## src/sv/wsa_pkg.sv

```systemverilog
`timescale 1ns / 1ps
// ----------------------------------------------------------------------------
// wsa_pkg
// Shared types and constants for the windowed sample average block.
// ----------------------------------------------------------------------------
package wsa_pkg;

  localparam int IN_W  = 16;  // input sample width, two's complement
  localparam int SMP_W = 15;  // stored sample width (non-negative samples only)
  localparam int CNT_W = 5;   // window length, fill count and ring slot width
  localparam int SUM_W = 20;  // running sum width
  localparam int STS_W = 2;

  typedef enum logic [STS_W-1:0] {
    STATUS_OK  = 2'd0,
    STATUS_NEG = 2'd1,
    STATUS_OFF = 2'd2
  } status_t;

  typedef enum logic [2:0] {
    ST_IDLE,
    ST_LOAD,
    ST_UPDATE,
    ST_DIV,
    ST_HOLD
  } state_t;

endpackage

```

## src/sv/wsa_ram.sv

```systemverilog
`timescale 1ns / 1ps
// ----------------------------------------------------------------------------
// wsa_ram
// Generic single-write, single-read RAM with registered read data.
// ----------------------------------------------------------------------------
module wsa_ram #(
  parameter int WIDTH = 15,
  parameter int DEPTH = 20,
  parameter int ADDR_W = (DEPTH > 1) ? $clog2(DEPTH) : 1
) (
  input  logic              clk,
  input  logic              we,
  input  logic [ADDR_W-1:0] waddr,
  input  logic [WIDTH-1:0]  wdata,
  input  logic [ADDR_W-1:0] raddr,
  output logic [WIDTH-1:0]  rdata
);

  logic [WIDTH-1:0] mem [DEPTH];

  always_ff @(posedge clk) begin
    if (we) begin
      mem[waddr] <= wdata;
    end
    rdata <= mem[raddr];
  end

endmodule

```

## src/sv/wsa_div.sv

```systemverilog
`timescale 1ns / 1ps
// ----------------------------------------------------------------------------
// wsa_div
// Restoring divider: running sum over fill count, one quotient bit a cycle.
// ----------------------------------------------------------------------------
module wsa_div (
  input  logic                      clk,
  input  logic                      rst,
  input  logic                      start,
  input  logic [wsa_pkg::SUM_W-1:0] dividend,
  input  logic [wsa_pkg::CNT_W-1:0] divisor,
  output logic                      done,
  output logic [wsa_pkg::SUM_W-1:0] quotient
);
  import wsa_pkg::*;

  localparam int STEP_W = $clog2(SUM_W);

  logic              busy;
  logic [STEP_W-1:0] step;
  logic [SUM_W-1:0]  work;  // dividend bits shift out, quotient bits shift in
  logic [CNT_W-1:0]  rem;
  logic [CNT_W-1:0]  dvs;

  logic [CNT_W:0]    trial;
  logic              fits;
  logic [CNT_W:0]    trial_diff;

  always_comb begin
    trial      = {rem, work[SUM_W-1]};
    fits       = trial >= {1'b0, dvs};
    trial_diff = trial - {1'b0, dvs};
  end

  always_ff @(posedge clk) begin
    if (rst) begin
      busy <= 1'b0;
      done <= 1'b0;
      step <= '0;
    end else begin
      done <= busy && (step == STEP_W'(SUM_W - 1));
      if (start) begin
        busy <= 1'b1;
        step <= '0;
      end else if (busy) begin
        step <= step + 1'b1;
        if (step == STEP_W'(SUM_W - 1)) begin
          busy <= 1'b0;
        end
      end
    end
  end

  always_ff @(posedge clk) begin
    if (start) begin
      work <= dividend;
      rem  <= '0;
      dvs  <= divisor;
    end else if (busy) begin
      work <= {work[SUM_W-2:0], fits};
      rem  <= fits ? trial_diff[CNT_W-1:0] : trial[CNT_W-1:0];
    end
  end

  assign quotient = work;

endmodule

```

## src/sv/windowed_sample_average.sv

```systemverilog
`timescale 1ns / 1ps
// ----------------------------------------------------------------------------
// windowed_sample_average
// Moving average over a ring of the latest window_length samples.
// ----------------------------------------------------------------------------
// Sequence: a stored sample passes through LOAD, UPDATE and DIV; a rejected
//   sample while sampling is on skips LOAD; while off, it goes straight to HOLD.
// Intake: a new sample is taken only in IDLE, once the last result is loaded;
//   the bit-serial divider over the 20-bit sum sets the pace.
// Reset: synchronous, active high; clears window, fill count, slot and sum.
//   Ring contents are not cleared; an entry is read only after it is written.
// ----------------------------------------------------------------------------
module windowed_sample_average #(
  parameter int MAX_WINDOW = 20
) (
  input  logic                       clk,
  input  logic                       rst,
  input  logic                       cfg_write,
  input  logic [wsa_pkg::CNT_W-1:0]  window_length,
  input  logic                       in_valid,
  output logic                       in_stall,
  input  logic signed [wsa_pkg::IN_W-1:0] sample_value,
  output logic                       out_valid,
  input  logic                       out_stall,
  output logic [wsa_pkg::SMP_W-1:0]  average,
  output logic [wsa_pkg::CNT_W-1:0]  fill_count,
  output logic [wsa_pkg::STS_W-1:0]  status
);
  import wsa_pkg::*;

  localparam int ADDR_W = (MAX_WINDOW > 1) ? $clog2(MAX_WINDOW) : 1;

  state_t           state, state_next;

  logic [CNT_W-1:0] win_len;
  logic [CNT_W-1:0] write_slot, write_slot_next;
  logic [CNT_W-1:0] held_count, held_count_next;
  logic [SUM_W-1:0] running_sum, running_sum_next;

  // item in flight
  logic [SMP_W-1:0] smp;
  logic [CNT_W-1:0] cur_slot;
  logic             full;
  logic             store;
  logic             use_div;
  status_t          sts;

  logic             avg_valid;
  logic [SMP_W-1:0] avg_out;
  logic [CNT_W-1:0] fill_out;
  status_t          status_out;

  logic             accept;
  logic             on;
  logic             negative;
  logic [CNT_W-1:0] slot_eff;
  logic             out_free;
  logic             load_out;
  logic             ram_we;
  logic             div_start;
  logic             div_done;
  logic [SUM_W-1:0] quotient;
  logic [SMP_W-1:0] rd_data;
  logic [CNT_W:0]   slot_inc;

  assign on       = (win_len >= CNT_W'(1)) && ({1'b0, win_len} <= (CNT_W+1)'(MAX_WINDOW));
  assign negative = sample_value[IN_W-1];
  assign accept   = in_valid && !in_stall;
  assign slot_eff = (write_slot >= win_len) ? '0 : write_slot;
  assign out_free = !avg_valid || !out_stall;

  wsa_ram #(
    .WIDTH (SMP_W),
    .DEPTH (MAX_WINDOW),
    .ADDR_W(ADDR_W)
  ) u_ram (
    .clk  (clk),
    .we   (ram_we),
    .waddr(ADDR_W'(cur_slot)),
    .wdata(smp),
    .raddr(ADDR_W'(cur_slot)),
    .rdata(rd_data)
  );

  wsa_div u_div (
    .clk     (clk),
    .rst     (rst),
    .start   (div_start),
    .dividend(running_sum_next),
    .divisor (held_count_next),
    .done    (div_done),
    .quotient(quotient)
  );

  // next state
  always_comb begin
    state_next = state;
    unique case (state)
      ST_IDLE: begin
        if (in_valid) begin
          priority if (!on)     state_next = ST_HOLD;
          else if (negative)    state_next = ST_UPDATE;
          else                  state_next = ST_LOAD;
        end
      end
      ST_LOAD:   state_next = ST_UPDATE;
      ST_UPDATE: state_next = ST_DIV;
      ST_DIV: begin
        if (div_done) begin
          state_next = out_free ? ST_IDLE : ST_HOLD;
        end
      end
      ST_HOLD: begin
        if (out_free) begin
          state_next = ST_IDLE;
        end
      end
      default: state_next = ST_IDLE;
    endcase
  end

  // control outputs
  always_comb begin
    in_stall  = 1'b1;
    ram_we    = 1'b0;
    div_start = 1'b0;
    load_out  = 1'b0;
    unique case (state)
      ST_IDLE:   in_stall  = 1'b0;
      ST_LOAD:   ;
      ST_UPDATE: begin
        ram_we    = store;
        div_start = 1'b1;
      end
      ST_DIV:    load_out  = div_done && out_free;
      ST_HOLD:   load_out  = out_free;
      default:   ;
    endcase
  end

  // ring update; the sum and count feed the divider in the same cycle
  always_comb begin
    slot_inc         = {1'b0, cur_slot} + 1'b1;
    running_sum_next = running_sum;
    held_count_next  = held_count;
    write_slot_next  = write_slot;
    if (store) begin
      running_sum_next = running_sum + SUM_W'(smp)
                         - (full ? SUM_W'(rd_data) : SUM_W'(0));
      held_count_next  = full ? held_count : held_count + 1'b1;
      write_slot_next  = (slot_inc >= {1'b0, win_len}) ? '0 : slot_inc[CNT_W-1:0];
    end
  end

  always_ff @(posedge clk) begin
    if (rst) begin
      state       <= ST_IDLE;
      win_len     <= '0;
      write_slot  <= '0;
      held_count  <= '0;
      running_sum <= '0;
      avg_valid   <= 1'b0;
    end else begin
      state <= state_next;
      if (cfg_write) begin
        win_len     <= window_length;
        write_slot  <= '0;
        held_count  <= '0;
        running_sum <= '0;
      end else if (state == ST_UPDATE) begin
        write_slot  <= write_slot_next;
        held_count  <= held_count_next;
        running_sum <= running_sum_next;
      end
      if (load_out) begin
        avg_valid <= 1'b1;
      end else if (!out_stall) begin
        avg_valid <= 1'b0;
      end
    end
  end

  always_ff @(posedge clk) begin
    if (accept) begin
      smp      <= sample_value[SMP_W-1:0];
      cur_slot <= slot_eff;
      full     <= held_count >= win_len;
      store    <= on && !negative;
      use_div  <= on;
      priority if (negative) sts <= STATUS_NEG;
      else if (!on)          sts <= STATUS_OFF;
      else                   sts <= STATUS_OK;
    end
    if (load_out) begin
      // empty window or sampling off reads as zero
      avg_out    <= (use_div && held_count != '0) ? quotient[SMP_W-1:0] : '0;
      fill_out   <= use_div ? held_count : '0;
      status_out <= sts;
    end
  end

  assign out_valid  = avg_valid;
  assign average    = avg_out;
  assign fill_count = fill_out;
  assign status     = status_out;

  a_held_le_window: assert property (@(posedge clk) disable iff (rst)
    held_count <= win_len)
    else $error("fill count exceeds window length");

  a_slot_in_window: assert property (@(posedge clk) disable iff (rst)
    held_count != '0 |-> write_slot < win_len)
    else $error("ring slot outside window");

  a_empty_sum_zero: assert property (@(posedge clk) disable iff (rst)
    held_count == '0 |-> running_sum == '0)
    else $error("running sum nonzero with empty window");

  a_div_done_state: assert property (@(posedge clk) disable iff (rst)
    div_done |-> state == ST_DIV)
    else $error("divider finished outside divide state");

endmodule

```

## config.mk

```make
export PLATFORM = sky130hd
export DESIGN_NAME = windowed_sample_average
export DESIGN_NICKNAME = d
export VERILOG_FILES = /design/src/sv/wsa_pkg.sv /design/src/sv/wsa_ram.sv /design/src/sv/wsa_div.sv /design/src/sv/windowed_sample_average.sv
export SDC_FILE = /design/constraint.sdc
export NUM_CORES = 1
export LEC_CHECK = 0
export BUFFER_PORTS_ARGS = -buffer_cell sky130_fd_sc_hd__buf_4
export CAP_MARGIN = 40
export CORE_UTILIZATION = 35
export CTS_CLUSTER_DIAMETER = 100
export DETAILED_ROUTE_END_ITERATION = 6
export PLACE_DENSITY = 0.58
export SLEW_MARGIN = 20
export SYNTH_ARGS = -nofsm -noshare
export SYNTH_HDL_FRONTEND = slang
export SYNTH_SLANG_ARGS = --single-unit
```

## constraint.sdc

```tcl
create_clock -name clk -period 8.9 [get_ports clk]
set_clock_uncertainty 0.2 [all_clocks]
set_input_delay 0.89 -clock clk [delete_from_list [all_inputs] [get_ports clk]]
set_output_delay 0.89 -clock clk [all_outputs]
set_load 0.02 [all_outputs]
```

==> results of run 1 <==
-- where the power goes --
| part | total (mW) | switching (mW) | internal (mW) |
|---|---|---|---|
| Combinational | 0.789 | 0.459 | 0.330 |
| Clock | 1.95 | 0.815 | 1.14 |
| Sequential | 2.41 | 0.0751 | 2.33 |
| Total | 5.15 | 1.35 | 3.80 |
-- path summary, 6_finish.rpt --
kind                             start            endpoint  slack [ns]
worst max-delay path            smp[1]  u_div.quotient[16]        4.88
worst min-delay path            sts[0]           status[0]        0.22
worst max register to register  smp[1]  u_div.quotient[16]        4.88
worst min register to register  sts[0]           status[0]        0.22
-- metrics by stage --
step                      instance area [um^2]  instances
after floorplan                          18800       1229
after global placement                   20030       1937
after detailed placement                 20200       1948
after CTS                                21740       2032
after global routing                     21770       2033
final                                    21770       2033
-- synth_stat cells (17+ instances only) --
master    count  area, um^2
ha_1         47       588.1
and2_1       48       300.3
a21oi_1      54       270.3
o21ai_0      30       150.1
dfxtp_1      66        1321
inv_1        83       311.6
nand2_1      99       371.6
mux2i_1      35       350.3
mux4_2       75        1689
clkbuf_1     35       131.4
edfxtp_1    372       11170
xnor2_1      18       157.7
nor2_1       47       176.4
o311ai_0     17       148.9
-- critical path: cells and delay by family (launching register included) --
family                     cells  cell delay [ns]
AOI/OAI and AO/OA              6             1.36
adders and majority gates      2             1.01
DFF                            1             0.76
buffers and inverters          2             0.23
xor gates and xnor gates       1             0.08
and+or+nand+nor                1             0.08
-- state kept, by name, indices dropped and copies added, names as in the netlist, 15 cells and up --
| name | cells |
|---|---|
| u_ram.mem | 300 |
| smp | 15 |
| running_sum | 20 |
| u_ram.rdata | 15 |
| u_div.quotient | 20 |
| average | 15 |
-- logic make-up after synthesis --
logic type / after synthesis / share of synthesized area [%]
compound gates: 154 / 5.305
xor+xnor: 32 / 1.491
fa+ha+maj: 63 / 4.833
buf+inv: 142 / 2.962
flops: 438 / 66.46
mux: 125 / 11.75
simple gates: 275 / 7.202
-- final cells by class --
| class | instances | share of cell area, % |
|---|---|---|
| clock buffer | 58 | 5.672 |
| clock inverter | 26 | 1.437 |
| inverter | 85 | 1.466 |
| tap | 688 | 3.954 |
| sequential | 438 | 57.38 |
| timing repair buffer | 89 | 3.557 |
| multi-input combinational | 649 | 26.53 |
-- routing by layer --
metal  vias to the layer above  wire, um
met3                        61      2031
met5                         -         0
met2                       263     19540
li1                       4779         -
met4                         0       896
met1                      5281     19680
==> impl_metrics.json, run 1 <==
{
  "num_rows": 84,
  "drive_above_1_share_pct": 19.93,
  "rsz0062_at_grt": "false",
  "min_path_type": "reg -> reg",
  "synth.distinct_cells": 63,
  "peakVddDrop_mv": 0.1291,
  "slew_viol_final": 0,
  "finalWirelength_um": 42140,
  "groute.layer.met3.usage_pct": 2.298,
  "whs_ns": 0.2203,
  "final_cell_mix": "edfxtp_1 (372), nand2_1 (99), inv_1 (83), buf_4 (77), mux4_2 (75)",
  "utilization_pct": 41.26,
  "die_y_um": 233.7,
  "fmax_mhz": 249.0,
  "leakagePower_nw": 7.580,
  "first_pass_iters": 7,
  "via_count": 10384,
  "cts-root-buf": "clkbuf_16",
  "criticalPathCategory": "reg -> reg",
  "area_growth_pct": 15.82,
  "ys_seq_area_share_pct": 66.46,
  "htree_levels": 2,
  "slowest_delay_ns": 0.76,
  "grt_pass1_vias": 10392,
  "fillCellCount": 4819,
  "power.total_mw": 5.146,
  "die-area_mm2": 0.05464,
  "use_met1_pct": 22.24,
  "routabilityCongestion": 0.8197,
  "fin_crit_sh_pct": 45.13,
  "diodes": 0,
  "clk_latency_ns": 0.59,
  "synthesis.nets": 1318,
  "path_cells": "inv_1, fa_1, inv_1, fa_1, a211oi_1, o211ai_1, a41oi_2, o21ai_1, a31oi_1, xnor2_1, nand2_1, o311ai_0",
  "drc": 0,
  "crit_required_ns": 9.00,
  "hold_path_depth": 0,
  "wl_per_cell_um": 20.73,
  "ys.flop_type": "edfxtp_1",
  "gr-usage-met2_pct": 25.22,
  "track_usage_pct": 15.77,
  "antenna_found_initial": 0,
  "clk_pin_slew_ns": 0.06,
  "io_buffers": 49,
  "die_w_um": 233.7,
  "grt_max_degree": 51,
  "cp_max_fo": 21,
  "startpoint_type": "flip-flop",
  "initial_utilization_pct": 35.63,
  "top_usage_layer": "met2",
  "layout_commonest_cell": "edfxtp_1",
  "power.density_mw_per_mm2": 236.4,
  "hold_viol_final": 0,
  "synth_area_per_cell_um2": 15.29,
  "ys_ff_latch": 438,
  "core_mm2": 0.05276,
  "grt_pass1_wl_um": 64030,
  "crit_path_end_kind": "flip-flop",
  "cts_setup_buffers": 0,
  "ioPinCount": 50,
  "synthArstFlopShare_pct": 0,
  "cts_tree": "done",
  "multi_input_area_mm2": 0.005777,
  "crit_arrival_ns": 4.11,
  "dp_hpwl_um": 26490,
  "ctsHoldBuffers": 0,
  "relSlewSlack_pct": 46.54,
  "ys_warn_count": 0,
  "drv_cap": 0,
  "setup_tns_ns": 0,
  "vias_per_cell": 5.108,
  "synth_edf_count": 372,
  "status": "completed",
  "register_area_mm2": 0.01249,
  "fin_ws_ns": 4.884,
  "r2r_cells": 12,
  "period_minus_slack_ns": 4.016,
  "fin_nets": 1397,
  "cts_buffers": 45,
  "setup_violations": 0,
  "cts_resized": 0,
  "clkSinkCount": 438,
  "cpMaxStageDelayCell": "edfxtp_1",
  "dp_slack_ns": 4.915,
  "synth_area_mm2": 0.01880,
  "cts_buffer_depth": 3,
  "syn_inst": 1229,
  "tightest_slew_ns": 0.8019,
  "grt_overflow": 0,
  "dr.first_iter.drc_count": 970,
  "antenna_left": 0
}
No activity file was read; power rests on OpenSTA's default activity.
==> run 2: changes to the inputs <==
==> constraint.sdc (replaced) <==
create_clock -name clk -period 4.1 [get_ports clk]
set_clock_uncertainty 0.2 [all_clocks]
set_input_delay 0.41 -clock clk [delete_from_list [all_inputs] [get_ports clk]]
set_output_delay 0.41 -clock clk [all_outputs]
set_load 0.02 [all_outputs]
==> run 2 against run 1 <==
  * Final cell count up 2.3%
  * Fmax is 7.2% higher
  * Combinational power up 130%
  * Register-to-register slack got worse by 4.5 ns
  * Via count increased by 1.6%
  * Core utilization up 0.65 points
  * Sequential power rose by 110%
  * Die area stayed put
  * Sequential cell count unchanged
  * Largest power group unchanged
  * Highest routed layer unchanged
==> impl_metrics.json, run 2 (synthesis gave the netlist of run 1 again) <==
{
  "status": "completed",
  "routed-wl-met3_um": 2470,
  "cts_buffer_depth": 3,
  "leakagePower_nw": 7.760,
  "antenna_left": 0,
  "cpMaxStageDelayCell": "edfxtp_1",
  "hold_viol_final": 0,
  "grt_pass1_wl_um": 63340,
  "critical_path.most_common_cell": "ha_1",
  "slew_viol_final": 0,
  "pwr-share-seq_pct": 46.2,
  "slowest_delay_ns": 0.44,
  "area_growth_pct": 17.63,
  "finalWirelength_um": 41780,
  "largest_register_ffs": 300,
  "routabilityCongestion": 0.7925,
  "antenna_found_initial": 0,
  "io_buffers": 49,
  "clkPwrFrac_pct": 37.6,
  "fin_nets": 1445,
  "p_int_mw": 8.309,
  "die-area_mm2": 0.05464,
  "vias_per_cell": 5.076,
  "regMostFlops": "u_ram.mem",
  "via_count": 10552,
  "clk_latency_ns": 0.57,
  "fin_area_mm2": 0.02211,
  "tightest_slew_ns": 0.8047,
  "p_switching_mw": 2.883,
  "min_path_type": "in -> reg",
  "fmax_mhz": 266.8,
  "crit_path_end_kind": "flip-flop",
  "setup_violations": 0,
  "cts-root-buf": "clkbuf_16",
  "fin_crit_sh_pct": 91.41,
  "num_rows": 84,
  "ctsHoldBuffers": 32,
  "clk_pin_slew_ns": 0.06,
  "grt_max_degree": 50,
  "r2r_setup_slack_ns": 0.35,
  "setup_tns_ns": 0,
  "layout_commonest_cell": "edfxtp_1",
  "die_y_um": 233.7,
  "cts_resized": 0,
  "initial_utilization_pct": 35.63,
  "path_cells": "buf_4, and2_1, ha_1, inv_1, ha_1, fa_1, a211oi_1, o211ai_1, a41oi_2, o21ai_1, a31oi_1, xnor2_1, nand2_1, o311ai_0",
  "diodes": 0,
  "drv_cap": 0,
  "grt_overflow": 0,
  "cts_buffers": 45,
  "wl_met1_um": 18740,
  "postPlaceCellArea_mm2": 0.02027,
  "power_frac_comb_pct": 16.2,
  "top_layer_used": "met4",
  "crit_arrival_ns": 3.82,
  "wl_per_cell_um": 20.10,
  "final_cell_mix": "edfxtp_1 (372), buf_4 (101), nand2_1 (99), inv_1 (83), mux4_2 (75)",
  "first_pass_iters": 7,
  "core_mm2": 0.05276,
  "cp_max_fo": 12,
  "crit_required_ns": 4.17,
  "ioPinCount": 50,
  "grt_pass1_vias": 10565,
  "cts_setup_buffers": 0,
  "drive_above_1_share_pct": 19.55,
  "htree_levels": 2,
  "rsz0062_at_grt": "false",
  "cts_tree": "done",
  "peakVddDrop_mv": 0.3265,
  "power.density_mw_per_mm2": 506.2,
  "die_w_um": 233.7,
  "relSlewSlack_pct": 46.35,
  "drc": 0,
  "p_sw_share_pct": 25.76,
  "dr.first_iter.drc_count": 923,
  "clkSinkCount": 438,
  "period_minus_slack_ns": 3.748,
  "track_usage_pct": 15.52,
  "startpoint_type": "flip-flop",
  "dp_hpwl_um": 26410,
  "fillCellCount": 4788,
  "wl_met2_um": 19680,
  "criticalPathCategory": "reg -> reg"
}
-- run 2: routing by layer --
layer / GRT usage [%] / up-vias
met1: 21.12 / 5327
li1: - / 4873
met4: 4.485 / 0
met3: 3.307 / 63
met5: 0 / -
met2: 24.99 / 289
-- run 2: power groups by stage --
stage	combinational (mW)	sequential [mW]	clock (mW)
global route	2.01	5.18	4.48
detailed placement	1.80	5.26	0
floorplan	1.23	5.27	0
finish	1.82	5.17	4.21
CTS	1.83	5.17	4.30
global placement	1.75	5.26	0
-- run 2: critical path: cells and delay by family (launching register included) --
kind | cells | cell delay (ns)
simple gates | 2 | 0.22
compound gates | 6 | 1.38
flops | 1 | 0.44
fa+ha+maj | 3 | 0.90
xor+xnor | 1 | 0.08
buf+inv | 2 | 0.25
-- run 2: path summary, 6_finish.rpt --
| check | cells past startpoint | start | end |
|---|---|---|---|
| max | 14 | full | u_div.quotient[16] |
| min | 4 | in_valid | state[1] |
| max reg2reg | 14 | full | u_div.quotient[16] |
| min reg2reg | 0 | sts[0] | status[0] |
-- run 2: metrics by stage --
step / utilization, % / hold slack, ns / std cells / power [mW] / setup WS (ns)
final: 41.91 / 0.07532 / 2079 / 11.19 / 0.3523
after global routing: 41.91 / 0.1229 / 2079 / 11.68 / 0.07722
after CTS: 41.91 / 0.05325 / 2079 / 11.29 / 0.3573
after detailed placement: 38.42 / 0.2045 / 1965 / 7.056 / 0.3953
after global placement: 38.33 / 0.2047 / 1962 / 7.010 / 0.4519
after floorplan: - / 0.2003 / 1229 / 6.501 / 0.5868
-- run 2: cell type report --
type	instances	area [um^2]	share of cell area, %
Tap cell	688	860.8	3.893
Inverter	85	319.1	1.443
Sequential cell	438	12490	56.50
Multi-Input combinational cell	649	5773	26.11
Clock inverter	17	236.5	1.069
Timing Repair Buffer	137	1146	5.183
Clock buffer	65	1284	5.806
